--- config.mk ---
export PLATFORM = sky130hd
export DESIGN_NAME = unsigned_decimal_ascii_formatter_top
export DESIGN_NICKNAME = d
export VERILOG_FILES = /design/src/sv/udaf_pkg.sv /design/src/sv/unsigned_decimal_ascii_formatter_top.sv /design/src/sv/udaf_b2d_pipe.sv /design/src/sv/udaf_serializer.sv
export SDC_FILE = /design/constraint.sdc
export NUM_CORES = 1
export LEC_CHECK = 0
export BUFFER_PORTS_ARGS = -buffer_cell sky130_fd_sc_hd__buf_2
export CAP_MARGIN = 10
export CORE_MARGIN = 5
export CORE_UTILIZATION = 45
export CTS_CLUSTER_SIZE = 24
export DETAILED_ROUTE_END_ITERATION = 16
export HOLD_SLACK_MARGIN = 0.1
export SYNTH_ARGS = -nofsm -noshare
export SYNTH_HDL_FRONTEND = slang
export SYNTH_SLANG_ARGS = --single-unit
--- constraint.sdc ---
create_clock -name clk -period 5.3 [get_ports clk]
set_input_delay 0.265 -clock clk [delete_from_list [all_inputs] [get_ports clk]]
set_output_delay 0.265 -clock clk [all_outputs]
set_load 0.02 [all_outputs]
--- src/sv/udaf_pkg.sv ---
package udaf_pkg;

	localparam int ValueWidth    = 32;
	localparam int Digits        = 10;
	localparam int DigitWidth    = 4;
	localparam int BcdWidth      = Digits * DigitWidth;
	localparam int WordWidth     = BcdWidth + ValueWidth;
	localparam int StepsPerStage = 4;
	localparam int NumStages     = ValueWidth / StepsPerStage;
	localparam int CharWidth     = 6;
	localparam int PosWidth      = $clog2(Digits);

	localparam logic [CharWidth-1:0] AsciiZero = 6'h30;
	localparam logic [PosWidth-1:0]  LastPos   = PosWidth'(Digits - 1);

	typedef logic [DigitWidth-1:0] digit_t;

	// Index 0 is the most significant digit.
	typedef digit_t [Digits-1:0] bcd_t;

	typedef struct packed {
		logic valid;
		bcd_t digits;
	} conv_beat_t;

endpackage

--- src/sv/unsigned_decimal_ascii_formatter_top.sv ---
// Prints an unsigned 32-bit value as decimal ASCII digits, most significant digit first,
// with leading zeros suppressed (zero prints as a single '0'). A value is taken when start
// is high and busy is low. Each character is shown for exactly one cycle with strobe high,
// and last marks the units digit; the receiver cannot stall, so it must take every strobe.
// A value with more decimal digits occupies the character port for longer, so the
// one-character-per-cycle output serializer sets the sustained rate. When the serializer
// is free, the first character of a value passes through eight conversion stages and
// then the serializer register.
module unsigned_decimal_ascii_formatter_top (
	input  logic                              clk,
	input  logic                              arst_n,
	input  logic                              start,
	output logic                              busy,
	input  logic [udaf_pkg::ValueWidth-1:0]   value,
	output logic                              strobe,
	output logic [udaf_pkg::CharWidth-1:0]    digit_char,
	output logic                              last
);

	// The converter is a binary-to-BCD shift-and-add-3 pipeline, four bit steps per stage.
	// Stages hold their beat when the serializer is still printing, and busy goes high
	// only once every stage ahead of the input is occupied.
	udaf_pkg::conv_beat_t conv_beat;
	logic                 ser_ready;

	udaf_b2d_pipe u_b2d (
		.clk       (clk),
		.arst_n    (arst_n),
		.start     (start),
		.value     (value),
		.busy      (busy),
		.out_ready (ser_ready),
		.conv_out  (conv_beat)
	);

	// The serializer takes the next converted value in the same cycle that it prints
	// the units digit of the current one, so characters of back-to-back values run
	// without a gap.
	udaf_serializer u_ser (
		.clk        (clk),
		.arst_n     (arst_n),
		.conv_in    (conv_beat),
		.in_ready   (ser_ready),
		.strobe     (strobe),
		.digit_char (digit_char),
		.last       (last)
	);

endmodule

--- src/sv/udaf_b2d_pipe.sv ---
module udaf_b2d_pipe (
	input  logic                              clk,
	input  logic                              arst_n,
	input  logic                              start,
	input  logic [udaf_pkg::ValueWidth-1:0]   value,
	output logic                              busy,
	input  logic                              out_ready,
	output udaf_pkg::conv_beat_t              conv_out
);

	localparam int N = udaf_pkg::NumStages;

	// Shift-and-add-3 over a group of bit steps; nibble corrections are independent.
	function automatic logic [udaf_pkg::WordWidth-1:0] dd_steps(
		input logic [udaf_pkg::WordWidth-1:0] w_in
	);
		logic [udaf_pkg::WordWidth-1:0] w;
		w = w_in;
		for (int s = 0; s < udaf_pkg::StepsPerStage; s++) begin
			for (int k = 0; k < udaf_pkg::Digits; k++) begin
				if (w[udaf_pkg::ValueWidth + udaf_pkg::DigitWidth*k +: udaf_pkg::DigitWidth]
						>= udaf_pkg::DigitWidth'(5)) begin
					w[udaf_pkg::ValueWidth + udaf_pkg::DigitWidth*k +: udaf_pkg::DigitWidth] =
						w[udaf_pkg::ValueWidth + udaf_pkg::DigitWidth*k +: udaf_pkg::DigitWidth]
						+ udaf_pkg::DigitWidth'(3);
				end
			end
			w = {w[udaf_pkg::WordWidth-2:0], 1'b0};
		end
		return w;
	endfunction

	logic [udaf_pkg::WordWidth-1:0] word_s [N];
	logic [N-1:0]                   vld_s;
	logic [N:0]                     stage_ready;
	logic [udaf_pkg::BcdWidth-1:0]  bcd_flat;

	assign stage_ready[N] = out_ready;
	for (genvar i = 0; i < N; i++) begin : g_ready
		assign stage_ready[i] = !vld_s[i] || stage_ready[i+1];
	end

	assign busy = !stage_ready[0];

	always_ff @(posedge clk or negedge arst_n) begin
		if (!arst_n) begin
			vld_s <= '0;
		end else begin
			if (stage_ready[0]) begin
				vld_s[0] <= start;
			end
			for (int i = 1; i < N; i++) begin
				if (stage_ready[i]) begin
					vld_s[i] <= vld_s[i-1];
				end
			end
		end
	end

	always_ff @(posedge clk) begin
		if (stage_ready[0]) begin
			word_s[0] <= dd_steps({{udaf_pkg::BcdWidth{1'b0}}, value});
		end
		for (int i = 1; i < N; i++) begin
			if (stage_ready[i]) begin
				word_s[i] <= dd_steps(word_s[i-1]);
			end
		end
	end

	assign bcd_flat = word_s[N-1][udaf_pkg::WordWidth-1 -: udaf_pkg::BcdWidth];

	always_comb begin
		conv_out.valid = vld_s[N-1];
		for (int k = 0; k < udaf_pkg::Digits; k++) begin
			conv_out.digits[k] =
				bcd_flat[udaf_pkg::BcdWidth-1 - udaf_pkg::DigitWidth*k -: udaf_pkg::DigitWidth];
		end
	end

endmodule

--- src/sv/udaf_serializer.sv ---
module udaf_serializer (
	input  logic                              clk,
	input  logic                              arst_n,
	input  udaf_pkg::conv_beat_t              conv_in,
	output logic                              in_ready,
	output logic                              strobe,
	output logic [udaf_pkg::CharWidth-1:0]    digit_char,
	output logic                              last
);

	udaf_pkg::bcd_t                  digits_q;
	logic [udaf_pkg::PosWidth-1:0]   pos_q;
	logic                            active_q;
	logic [udaf_pkg::PosWidth-1:0]   lead;
	logic                            load;

	// First nonzero digit from the top; the units digit always prints.
	always_comb begin
		lead = udaf_pkg::LastPos;
		for (int k = udaf_pkg::Digits - 2; k >= 0; k--) begin
			if (conv_in.digits[k] != '0) begin
				lead = udaf_pkg::PosWidth'(k);
			end
		end
	end

	assign in_ready = !active_q || (pos_q == udaf_pkg::LastPos);
	assign load     = in_ready && conv_in.valid;

	always_ff @(posedge clk or negedge arst_n) begin
		if (!arst_n) begin
			active_q <= 1'b0;
			pos_q    <= '0;
		end else if (load) begin
			active_q <= 1'b1;
			pos_q    <= lead;
		end else if (active_q) begin
			if (pos_q == udaf_pkg::LastPos) begin
				active_q <= 1'b0;
			end else begin
				pos_q <= pos_q + 1'b1;
			end
		end
	end

	always_ff @(posedge clk) begin
		if (load) begin
			digits_q <= conv_in.digits;
		end
	end

	assign strobe     = active_q;
	assign last       = active_q && (pos_q == udaf_pkg::LastPos);
	assign digit_char = udaf_pkg::AsciiZero
		| {{(udaf_pkg::CharWidth - udaf_pkg::DigitWidth){1'b0}}, digits_q[pos_q]};

endmodule

==> impl_table.tex <==
\begin{tabular}{lr}
\hline
Metric & Value \\
\hline
\multicolumn{2}{l}{\textbf{Run status}} \\
\quad Outcome & completed \\
\multicolumn{2}{l}{\textbf{Critical path}} \\
\quad Crit-path max FO & 12 \\
\quad Critical Path AT & 4910 ps \\
\quad CP required & 5690 ps \\
\quad CP startpoint & u\_b2d.word\_s[0][28] \\
\quad Type of element capturing the critical path & flip-flop \\
\quad Number of buffers and inverters on the critical path & 2 \\
\quad Family with the most delay on the worst path & compound AO/OA/AOI/OAI gates \\
\quad Startpoint of the worst-slack reg-to-reg timing path & u\_b2d.word\_s[0][28] \\
\quad Most repeated library cell on the critical path & ha\_1 \\
\quad Critical path, cell by cell & inv\_1, ha\_1, nand2b\_1, a21oi\_2, xnor2\_1, ha\_1, and2b\_2, o311ai\_2, a22oi\_4, mux2i\_1, buf\_4, o21ai\_2, xnor2\_2, ha\_1, a21oi\_1, o311ai\_0, o31a\_1, mux2i\_1 \\
\quad Maximum cell stage delay along the critical path & 560 ps \\
\quad Startpoint type of the worst setup path & flip-flop \\
\quad Worst path slowest cell & o311ai\_0 \\
\quad Critical path class & reg -> reg \\
\multicolumn{2}{l}{\textbf{Synth}} \\
\quad Sequential area share after synthesis & 0.385 \\
\quad Syn Std Cell Area & 0.0271 mm² \\
\quad Post-Syn Area per Cell & 9.38 µm² \\
\quad Number of enable-type register cells in the synthesized netlist & 337 \\
\quad Post-synthesis instance total & 2894 \\
\quad Seq cells post-synth & 350 \\
\quad Synth Warn \# & 0 \\
\quad Post-synthesis cell type count & 99 \\
\quad Async set-or-reset flop fraction in the synthesized netlist & 0.0371 \\
\quad Synth Flop Type & edfxtp\_1 \\
\multicolumn{2}{l}{\textbf{Place}} \\
\quad Quantity of I/O buffers inserted on ports & 41 \\
\quad HPWL reported at the end of detailed placement & 38200 µm \\
\quad Placer congestion estimate & 0.829 \\
\multicolumn{2}{l}{\textbf{STA}} \\
\quad Worst slew margin relative to its limit & 0.276 \\
\quad Setup total negative slack & 0 ps \\
\quad Fin crit share & 0.853 \\
\quad RSZ-0062 raised after global routing & false \\
\quad Final Slew Violations & 0 \\
\quad Worst Skew & 19.6 ps \\
\quad Min Clock Period, post-route & 4520 ps \\
\quad Final Hold Violating Endpoints & 0 \\
\quad Fmax & 221 MHz \\
\quad Total of endpoints with negative setup slack in the final report & 0 \\
\quad Worst Max-Slew Pin Slew & 1080 ps \\
\multicolumn{2}{l}{\textbf{Clock network}} \\
\quad Number of buffers on the longest clock path & 3 \\
\quad Source-to-sink clock delay at the later pin of the worst-skew pair & 570 ps \\
\quad Clock slew at the register clock pins of the worst setup and hold paths & 60 ps \\
\quad Maximum level of the CTS H-tree & 2 \\
\quad CTS Buf Count & 42 \\
\quad Clock net sink count & 350 \\
\quad Clock tree from TritonCTS & built \\
\quad Clock Tree Root & clkbuf\_16 \\
\quad Post-CTS Setup Repair Bufs & 0 \\
\multicolumn{2}{l}{\textbf{Global routing}} \\
\quad Remaining global-route overflow & 0 \\
\quad Global router's overall resource usage & 0.151 \\
\quad Wire length of the first global-routing pass & 88900 µm \\
\quad Via count of the first global-routing pass & 20290 \\
\quad Initial antenna violation count & 0 \\
\quad Largest net degree at the start of global routing & 43 \\
\multicolumn{2}{l}{\textbf{Drt}} \\
\quad Average wire length per cell after detail routing & 13.8 µm \\
\quad Via count & 21699 \\
\quad Wirelength, routed & 52000 µm \\
\quad Count of nets left with antenna violations after detail routing & 0 \\
\quad Mean number of vias per cell & 5.75 \\
\quad Starting DRT DRC Count & 1034 \\
\quad First-pass iteration count of the detailed router & 5 \\
\quad Number of design rule violations left after detail routing & 0 \\
\multicolumn{2}{l}{\textbf{Final layout}} \\
\quad Count of inserted antenna diode cells & 0 \\
\quad Layout Nets & 3139 \\
\quad Signed area change from the synthesized netlist to the final layout & 10.6\% \\
\quad Fraction of final layout cells with drive strength greater than 1 & 0.0987 \\
\multicolumn{2}{l}{\textbf{Floorplan}} \\
\quad Die span in y & 256 µm \\
\quad Core area & 0.0600 mm² \\
\quad Area of the die & 0.0653 mm² \\
\quad Ports & 44 \\
\quad Initial core utilization & 0.452 \\
\quad Std cell rows & 90 \\
\quad Die Span X & 256 µm \\
\multicolumn{2}{l}{\textbf{Run}} \\
\quad Max Cap Viol & 0 \\
\multicolumn{2}{l}{\textbf{Worst hold path}} \\
\quad Worst min-delay path class & in -> async \\
\hline
\end{tabular}
-- state kept, by name, indices dropped and copies added, names as in the netlist --
signal and count:
u_b2d.vld_s 8, u_b2d.word_s 297, u_ser.pos_q 4, u_ser.strobe 1, u_ser.digits_q 40
-- per-stage QoR --
stage / hold WS, ps / setup WS, ps / std cells / util / instance area [µm²]
finish: 170 / 780 / 3772 / 0.500 / 30000
global route: 182 / 391 / 3772 / 0.500 / 30000
CTS: 149 / 669 / 3772 / 0.500 / 30000
detailed placement: 215 / 789 / 3661 / 0.469 / 28200
global placement: 217 / 1050 / 3661 / 0.469 / 28200
floorplan: -30.6 / 320 / 2895 / - / 27100
-- path summary, 6_finish.rpt --
check,end,slack [ps],cells past startpoint
worst max register to register,u_b2d.word_s[0][102],780,18
max in group asynchronous,u_b2d.vld_s[0],4840,2
worst min register to register,u_b2d.word_s[0][157],410,0
worst max-delay path,u_b2d.word_s[0][102],780,18
min in group clk,u_b2d.word_s[0][29],180,3
worst min-delay path,u_b2d.vld_s[5],170,2
-- metal layers --
| layer | global-route usage | wire length (µm) | up-vias |
|---|---|---|---|
| li1 | - | - | 11100 |
| met1 | 0.176 | 22300 | 10166 |
| met2 | 0.291 | 27000 | 357 |
| met3 | 0.0210 | 1740 | 76 |
| met4 | 0.0400 | 1000 | 0 |
| met5 | 0 | 0 | - |
-- cells by family (layout without fill, tap and decap cells) --
family	after synthesis	after routing	synth area share
mux	159	159	0.0671
flops	350	350	0.385
buf+inv	262	357	0.0371
fa+ha+maj	151	151	0.0693
xor+xnor	150	150	0.0509
compound gates	1092	1092	0.257
simple gates	729	729	0.133
other cells	1	2	0.000138
-- synth_stat cells (all sizes together) (20+ instances only) --
master,count,area [µm²]
o21a,38,285
a21oi,289,1540
a21o,39,293
o211ai,27,203
o21ai,299,1510
nand2,169,634
nor2b,43,269
nor3,41,205
a211oi,46,345
a22o,20,175
nand2b,74,463
o22ai,39,244
ha,147,1840
edfxtp,337,10100
mux2,71,803
xnor2,122,1130
xor2,28,253
clkbuf,60,225
inv,190,713
nand3,48,240
nor3b,55,413
a31o,22,193
a31oi,86,544
mux2i,80,837
nor2,212,796
o21bai,24,180
-- layout make-up --
class                      instances  area, µm²
multi-input combinational       2283      15700
clock buffer                      44       1060
inverter                         190        713
sequential                       350      10400
timing repair buffer              90        658
fill                            5306      30000
tap                              782        978
clock inverter                    33        469
-- cell usage in the layout, fill, tap and decap left out, types with 70 or more instances in the layout --
master,netlist,routed
ha_1,147,147
edfxtp_1,337,337
nand2_1,169,169
xnor2_1,114,114
mux2_2,70,70
a31oi_1,85,85
nand2b_1,74,74
mux2i_1,75,75
o21ai_0,265,265
a21oi_1,271,271
inv_1,188,188
nor2_1,212,212
-- timing repair --
| action | CTS | global route |
|---|---|---|
| hold endpoints to repair | 47 | 0 |
| gates resized for setup | 0 | 0 |
| hold buffers | 34 | 0 |
Power is not shown: default switching activity piles up to over one toggle a cycle in this logic, so the estimate is an artifact.
